==> config.mk <==
export PLATFORM = sky130hd
export DESIGN_NAME = fdd_div_cell
export DESIGN_NICKNAME = d
export VERILOG_FILES = /design/src/rtl/core/fdd_pkg.sv /design/src/rtl/core/fdd_div_cell.sv
export SDC_FILE = /design/constraint.sdc
export NUM_CORES = 1
export LEC_CHECK = 0
export ABC_AREA = 1
export BUFFER_PORTS_ARGS = -buffer_cell sky130_fd_sc_hd__buf_2
export CAP_MARGIN = 20
export CORE_AREA = 4 4 277 279
export DETAILED_ROUTE_END_ITERATION = 7
export DIE_AREA = 0 0 281 283
export PLACE_DENSITY = 0.43
export REMOVE_ABC_BUFFERS = 1
export SETUP_SLACK_MARGIN = 0.4
export SLEW_MARGIN = 20
export SYNTH_ARGS = -nofsm -noshare
export SYNTH_HDL_FRONTEND = slang
export SYNTH_SLANG_ARGS = --single-unit
==> constraint.sdc <==
create_clock -name clock -period 3.83 [get_ports clock]
set_input_delay 0.766 -clock clock [delete_from_list [all_inputs] [get_ports clock]]
set_output_delay 0.766 -clock clock [all_outputs]
set_load 0.01 [all_outputs]
==> src/rtl/core/fdd_pkg.sv <==
// Shared constants and pipeline types for the deconvolution block.
`timescale 1ns / 1ps
`default_nettype none
package fdd_pkg;

   localparam int DIM      = 256;
   localparam int COORD_W  = 8;
   localparam int SPEC_W   = 32;
   localparam int XFER_W   = 16;
   localparam int OUT_W    = 48;
   localparam int PROD_W   = SPEC_W + XFER_W;     // one G*H product
   localparam int FRAC_W   = 14;                  // Q1.14 scale of H
   localparam int MAG_W    = PROD_W + FRAC_W;     // |numerator| after scaling
   localparam int DEN_W    = 33;                  // |H|^2 + k
   localparam int CSR_IDX_W = 2;
   localparam int CSR_DAT_W = 32;
   localparam int RAD_W    = 9;

   localparam logic [CSR_IDX_W-1:0] CSR_FILTER_MODE = 2'd0;
   localparam logic [CSR_IDX_W-1:0] CSR_CUTOFF      = 2'd1;
   localparam logic [CSR_IDX_W-1:0] CSR_NOISE_K     = 2'd2;

   localparam logic MODE_INVERSE = 1'b0;
   localparam logic MODE_WIENER  = 1'b1;

   // State carried along the divider chain.
   typedef struct packed {
      logic             valid;
      logic             skip;     // bin passes no value, flags clear
      logic             zero;     // denominator was zero
      logic             neg_r;
      logic             neg_i;
      logic [DEN_W-1:0] den;
      logic [MAG_W-1:0] num_r;    // dividend bits, shifted out MSB first
      logic [MAG_W-1:0] num_i;
      logic [DEN_W-1:0] rem_r;
      logic [DEN_W-1:0] rem_i;
      logic [MAG_W-1:0] quo_r;
      logic [MAG_W-1:0] quo_i;
   } div_stage_type;

endpackage
`default_nettype wire

==> src/rtl/core/fdd_div_cell.sv <==
// One restoring-division cell: one quotient bit for each component.
`timescale 1ns / 1ps
`default_nettype none
module fdd_div_cell (
   input  wire logic           clock,
   input  wire logic           reset,
   input  wire logic           en,
   input  fdd_pkg::div_stage_type in_stage,
   output fdd_pkg::div_stage_type out_stage
);
   import fdd_pkg::*;

   logic [DEN_W:0]  trial_r, trial_i;
   logic            fit_r, fit_i;
   div_stage_type   stage_ff, stage_in;

   always_comb begin
      trial_r  = {in_stage.rem_r, in_stage.num_r[MAG_W-1]};
      trial_i  = {in_stage.rem_i, in_stage.num_i[MAG_W-1]};
      fit_r    = trial_r >= {1'b0, in_stage.den};
      fit_i    = trial_i >= {1'b0, in_stage.den};
      stage_in = in_stage;
      stage_in.num_r = {in_stage.num_r[MAG_W-2:0], 1'b0};
      stage_in.num_i = {in_stage.num_i[MAG_W-2:0], 1'b0};
      stage_in.rem_r = fit_r ? DEN_W'(trial_r - {1'b0, in_stage.den}) : DEN_W'(trial_r);
      stage_in.rem_i = fit_i ? DEN_W'(trial_i - {1'b0, in_stage.den}) : DEN_W'(trial_i);
      stage_in.quo_r = {in_stage.quo_r[MAG_W-2:0], fit_r};
      stage_in.quo_i = {in_stage.quo_i[MAG_W-2:0], fit_i};
   end

   always_ff @(posedge clock) begin
      if (reset) begin
         stage_ff.valid <= 1'b0;
      end else if (en) begin
         stage_ff.valid <= stage_in.valid;
      end
      if (en) begin
         stage_ff.skip  <= stage_in.skip;
         stage_ff.zero  <= stage_in.zero;
         stage_ff.neg_r <= stage_in.neg_r;
         stage_ff.neg_i <= stage_in.neg_i;
         stage_ff.den   <= stage_in.den;
         stage_ff.num_r <= stage_in.num_r;
         stage_ff.num_i <= stage_in.num_i;
         stage_ff.rem_r <= stage_in.rem_r;
         stage_ff.rem_i <= stage_in.rem_i;
         stage_ff.quo_r <= stage_in.quo_r;
         stage_ff.quo_i <= stage_in.quo_i;
      end
   end

   assign out_stage = stage_ff;

endmodule
`default_nettype wire

==> impl_results.md, run 1 <==
* Outcome: finished, final reports clean
* # hold bufs at CTS at 0
* Largest net degree at the start of global routing at 92
* Row count at 100
* Maximum VDD drop at ~270 µV
* WL per Instance at 24.2 µm
* Async SR Flop Fraction at 0
* EDFF count, synth at ~350
* Fin nets at around 2900
* CTS tree: built
* Cts bufs inserted at 43
* Clock latency on the worst-skew pair at 570 ps
* Initial DRT Pass Iterations at 5
* Starting DRT DRC Count at 801
* Area grow syn2layout at 36.2%
* Clock Skews at 0 ps
* GRT Total Usage at 0.201
* Max Clock Freq at around 390 MHz
* Xor and xnor fraction of the mapped netlist area at 0.0144
* Max reg flops at 350
* Syn Area/Cell at 10.1 µm²
* Clock root cell: clkbuf_16
* Die Ht at 283 µm
* Adder-cell area share of the yosys netlist at 0.0507
* Final min period at 2580 ps
* FF+latch count, synth at 350
* Antenna violations before repair at 41
* Synth Area in Compound Gates at 0.0147
* GPL Wtd Cong at just over 0.9
* CTS H-tree depth at 2
* Share of cells above drive strength 1 at 0.341
* Tightest Pin Transition at 596 ps
* HP Start: in_stage[258]
* Count leader, synth: nand2_1
* Synth Warn # at 0
* Max cap viols at 0
* CP Data Required Time at 4140 ps
* Post-cts sizing count at 0
* Fin crit share at 0.674
* Crit path launch: in_stage[342]
* Worst path arrival time at about 2900 ps
* Post-Synthesis Cells at around 1700
* First-pass GRT wire length at 114000 µm
* Largest family of logic cells by synthesized area: simple AND/OR/NAND/NOR gates
* Clock Pin Slew Worst Setup and Hold Paths at 60 ps
* Num ports at approximately 710
* Top cells by area, synth: edfxtp_1 61%, nand2_1 13%, inv_1 6.4%
* Crit end category: flop
* Vias in the first global route at approximately 15000
* Max Slew Vio Count at 0
* Leakage power at 11.4 nW
* Detail Placement HPWL at 70300 µm
* Sequential fraction of the synthesis area at 0.615
* Clock Sink Count at 350
* Dominant cell type by area after synthesis: edfxtp_1
* Final Hold Violating Endpoints at 0
* Grt total ovfl at 0
* PwrDens at 477 nW/µm²
* Max clock buf depth at 3
* Worst slew margin at 0.602
* Synth top area share at 0.614
* Initial Utilization at 0.230
* Vias per cell at 4.28
* Final wirelength at 83500 µm
* Min Hold Slack at 365 ps
* RSZ-0062 raised after global routing: no
* Crit path max fanout at 35
* Chip width at 281 µm
* Worst Setup Start Kind: primary input
* Endpoints failing setup at 0
* Setup TNS at 0 ps
* Mapped Area at approximately 17000 µm²
* Setup CP Type: primary input to flop
* IO Port Bufs at 702
* Simple logic cell fraction of the synthesized area at 0.230
* Residual DRC at 0
* HP Class: primary input to flop
* Yosys cell types at 34
* Commonest cells post-synth: 583 x nand2_1, 349 x edfxtp_1, 289 x inv_1
* Via count at 14700
* R2r startpoint: out_stage[351]
* Core area at 74200 µm²
* Die area at 79500 µm²
* Post-synthesis mux area share at 0.000586
* Setup bufs post-CTS at 0
* Post-route ant nets at 0
* Synth Flop Type: edfxtp_1
## cells by family (layout without fill, tap and decap cells)
kind of cell    count (synthesis)  in the layout
compound gates                 48             48
xor+xnor                       28             28
fa+ha+maj                      68             68
buf+inv                       313           1082
flops                         350            350
mux                             1              1
other cells                     1             17
simple gates                  886            886
## power by group
| part | switching (W) | internal (W) | total [W] | leakage, nW |
|---|---|---|---|---|
| registers | 0.000135 | 0.00464 | 0.00477 | 3.42 |
| clock network | 0.00172 | 0.00254 | 0.00426 | 0.703 |
| logic | 0.00136 | 0.000706 | 0.00207 | 7.24 |
## layout make-up
cell class	instances	area, µm²
fillers	7899	50900
flip-flops and latches	350	10500
multi-input cells	1033	5310
repair buffers	712	3650
well taps	969	1210
inverters	293	1100
clock buffers	49	1100
clock inverters	28	345
diodes	15	37.5
## through the flow
stage | instance area, µm² | cells | power [W] | utilization | worst slack (ps)
after floorplan | 16900 | 1676 | 0.00579 | - | 1070
after global placement | 21800 | 3357 | 0.00697 | 0.293 | 648
after detailed placement | 21800 | 3357 | 0.00697 | 0.293 | 623
after CTS | 23200 | 3434 | 0.0113 | 0.313 | 1240
after global routing | 23200 | 3436 | 0.0116 | 0.313 | 1100
final | 23300 | 3449 | 0.0111 | 0.313 | 1250
## cells in the final DEF (no fill, tap or decap), types with 2 or more instances in the layout
cell       Yosys  layout
nor3_1        17      17
clkinv_4       0       2
conb_1         1       2
clkbuf_16      0      43
a21o_1         4       4
buf_2         12     701
inv_2          4       4
nand2_2        9       9
fa_1           2       2
nand4_1        7       7
bufinv_16      0       7
nand3_2       30      30
inv_1        289     289
clkinv_8       0       2
clkinv_2       0       6
ha_1          66      66
buf_12         2       4
xnor2_1        2       2
edfxtp_1     349     349
nor2_2         7       7
nand3_1      115     115
nor2_1        74      74
and2_1        10      10
and3_1         2       2
or2_2          4       4
o21ai_0        2       2
xor2_1        26      26
inv_6          0       2
nand2_8        2       2
nand2_1      583     583
nand3b_1      17      17
clkbuf_1       0       6
buf_4          2       6
nor3_2         5       5
nor2_4         2       2
diode_2        0      15
a21oi_1       42      42
nand2_4        2       2
clkinv_1       0       8
## metal layers
metal	vias up	track usage	part of all wire
met5	-	0	0.0020
li1	7019	-	-
met3	135	0.0589	0.082
met2	553	0.365	0.51
met4	24	0.0721	0.040
met1	7017	0.221	0.37
## critical path, cell delays in order
cell,delay [ps]
buf_2,100
inv_1,140
ha_1,320
nand2_1,230
inv_1,60
nand2_1,60
nand3_1,180
a21oi_1,200
nand2_1,100
nor2_4,180
nand2_8,240
nand3_1,200
nand2_1,70
## final timing paths
kind	end	slack (ps)	cells past startpoint
hold reg to reg	out_stage[351]	520	2
hold / removal	out_stage[259]	370	1
setup / recovery	out_stage[141]	1250	13
setup reg to reg	out_stage[351]	3230	2
No activity file was read; power rests on OpenSTA's default activity.
==> run 2: changes to the inputs <==
- ABC_AREA: 1 -> 0
- CORE_AREA: 4 4 277 279 -> 4 4 270 272
- DIE_AREA: 0 0 281 283 -> 0 0 274 276
- PLACE_DENSITY: 0.43 -> 0.42
- clock period: 3.83 -> 2.4 ns (I/O delays scaled with it)
==> impl_results.md, run 2 <==
* Hold path depth at 2 (+1)
* Worst slew margin at 0.511 (-0.0910)
* CTS tree: built
* Chip width at 274 µm (-2.5%)
* Antenna violations before repair at 47 (+15%)
* Dominant cell type by area after synthesis: edfxtp_1
* Cts bufs inserted at 45 (+4.7%)
* Clock Skews at 0 ps (unchanged)
* Final min period at 3130 ps
* Placed instance area at 22000 µm² (+0.93%)
* GRT Total Usage at 0.196 (-0.00445)
* Outcome: complete, but fails checks
* Setup CP Type: primary input to flop
* Min Hold Slack at 66.5 ps (-299 ps)
* Crit end category: flop
* HP Class: primary input to flop
* Residual DRC at 0 (unchanged)
* Max Slew Vio Count at 0 (unchanged)
* HP Start: reset
* R2R cell count at 2 (unchanged)
* Leakage power at 10.8 nW (-4.8%)
* First-pass GRT wire length at 104000 µm (-8.1%)
* Clock root cell: clkbuf_16
* # hold bufs at CTS at 0 (unchanged)
* Endpoints failing setup at 68 (+68)
* Async SR Flop Fraction at 0 (unchanged)
* Vias in the first global route at 13300 (-12%)
* Detail Placement HPWL at 64700 µm (-7.9%)
* IO Port Bufs at 702 (unchanged)
* Overall power after layout at 0.0182 W (+64%)
* Vias per cell at 4.28 (about the same)
* FF+latch count, synth at 350 (unchanged)
* Max Clock Freq at 320 MHz
* Post-route ant nets at 0 (unchanged)
* Via count at 12900 (-13%)
* Area grow syn2layout at 57.9%
* CP Data Required Time at 2720 ps (-1420 ps)
* Count leader, synth: edfxtp_1
* Die area at 75600 µm² (-4.9%)
* Starting DRT DRC Count at 750 (-6.4%)
* Max reg flops at 350 (unchanged)
* Slack of the critical path at -726 ps (-1970 ps)
* Clock latency on the worst-skew pair at 560 ps (about the same)
* Leading cell type in the layout, fill and taps excluded: buf_2
* GPL Wtd Cong at 0.881 (-5.1%)
* Die Ht at 276 µm (-2.5%)
* Synth top area share at 0.689 (+0.0752)
* Worst path arrival time at 3450 ps (+560 ps)
* Clock Pin Slew Worst Setup and Hold Paths at 60 ps (about the same)
* Post-route cell area at 24000 µm² (+3.2%)
* Tightest Pin Transition at 714 ps (+118 ps)
* Num ports at 707 (unchanged)
* Initial DRT Pass Iterations at 7 (+2)
* Syn Area/Cell at 15.3 µm² (+52%)
* Synth Flop Type: edfxtp_1
* Pre-CTS setup slack at -1590 ps (-2220 ps)
* Worst Setup Start Kind: primary input
* Sequential fraction of the synthesis area at 0.690 (+0.0754)
* Commonest non-fill, non-tap cells in the layout: 698 x buf_2, 349 x edfxtp_1, 279 x buf_4, 64 x ha_1, 52 x inv_1
* Max cap viols at 0 (unchanged)
* Reg-to-Reg End: out_stage[351]
* WL per Instance at 25.9 µm (+6.9%)
* Largest net degree at the start of global routing at 58 (-37%)
* Mapped Area at 15200 µm² (-11%)
* RSZ-0062 raised after global routing: yes
* Synth Warn # at 0 (unchanged)
* Fin crit share at 1.30
* Share of cells above drive strength 1 at 0.572 (+0.231)
* Final wirelength at 78100 µm (-6.5%)
* Row count at 98 (-2.0%)
* Max clock buf depth at 3 (unchanged)
* Final Util at 0.339 (+0.0259)
* Worst R2R Setup Slack at 1800 ps (-1430 ps)
* Hold worst-path end: out_stage[351]
* Failing checks: negative setup slack
* Core area at 70800 µm² (-4.6%)
* Commonest cells post-synth: 349 x edfxtp_1, 66 x ha_1, 57 x inv_1
* Yosys cell types at 69 (+100%)
* Final Hold Violating Endpoints at 0 (unchanged)
* Initial Utilization at 0.215 (-0.0151)
* Crit path max fanout at 13 (-63%)
* Fin nets at 2444 (-14%)
* Post-Synthesis Cells at 994 (-41%)
* CTS H-tree depth at 2 (unchanged)
* EDFF count, synth at 349 (unchanged)
* R2r startpoint: out_stage[351]
* Maximum VDD drop at 468 µV (+71%)
* Grt total ovfl at 0 (unchanged)
* Top cells by area, synth: edfxtp_1 69%, ha_1 5.4%, mux2_2 2.1%
* PwrDens at 758 nW/µm² (+59%)
* Clock Sink Count at 350 (unchanged)
-- run 2: stage by stage --
stage	setup TNS [ps]	cells
6_report	-36350	3016
5_1_grt	-43760	3008
4_1_cts	-36790	3002
3_5_place_dp	-97520	2900
3_3_place_gp	-95140	2900
2_1_floorplan	-84540	968
-- run 2: power by group --
| group | switching [W] | internal, W |
|---|---|---|
| registers | 0.000192 | 0.00742 |
| clock network | 0.00280 | 0.00401 |
| logic | 0.00202 | 0.00177 |
| total | 0.00501 | 0.0132 |
-- run 2: layer usage --
| metal | up-vias | GRT usage | routed length [µm] |
|---|---|---|---|
| li1 | 5922 | - | - |
| met1 | 6254 | 0.214 | 28500 |
| met2 | 522 | 0.339 | 37800 |
| met3 | 150 | 0.0886 | 8590 |
| met4 | 48 | 0.0657 | 2900 |
| met5 | - | 0 | 289 |
-- run 2: worst max-delay path, stage by stage --
cell	delay [ps]
buf_6	100
inv_4	50
ha_4	120
inv_2	40
fa_2	380
a21o_1	190
a221oi_2	230
buf_4	160
o221ai_2	90
a2111o_1	440
a211oi_4	290
o31a_4	200
o21a_4	150
buf_12	150
inv_16	70
mux2_4	290
-- run 2: worst max path at each step --
stage	to	from	slack (ps)	cells after the start
after global routing	out_stage[146]	in_stage[251]	-820	16
after global placement	out_stage[125]	in_stage[251]	-1580	15
after floorplan	out_stage[133]	in_stage[251]	-1450	13
final	out_stage[149]	in_stage[251]	-730	16
after detailed placement	out_stage[125]	in_stage[251]	-1590	15
after CTS	out_stage[149]	in_stage[251]	-730	16
-- run 2: timing repair --
item / CTS / global route
setup endpoints to repair: 68 / 68
buffers inserted: 17 / 3
pin swaps: 28 / 5
resized for setup: 76 / 5
gates cloned: 4 / 0
-- run 2: kinds of logic (layout without fill, tap and decap cells) --
kind of cell    after synthesis  count (layout)  share of synthesized area
xor+xnor                     47              47                     0.0271
fa+ha+maj                    68              68                     0.0569
other cells                   1              13                   0.000247
buf+inv                      85            1145                     0.0247
mux                          53              53                     0.0435
compound gates              215             215                     0.0990
simple gates                175             175                     0.0582
flops                       350             350                      0.690
-- run 2: final cells by class --
class | count | area (µm²)
Timing Repair Buffer | 1004 | 6020
Multi-Input combinational cell | 560 | 4550
Timing Repair inverter | 2 | 36.3
Inverter | 58 | 239
Fill cell | 7215 | 46700
Antenna cell | 11 | 27.5
Clock inverter | 27 | 290
Sequential cell | 350 | 10500
Clock buffer | 54 | 1160
Tap cell | 950 | 1190
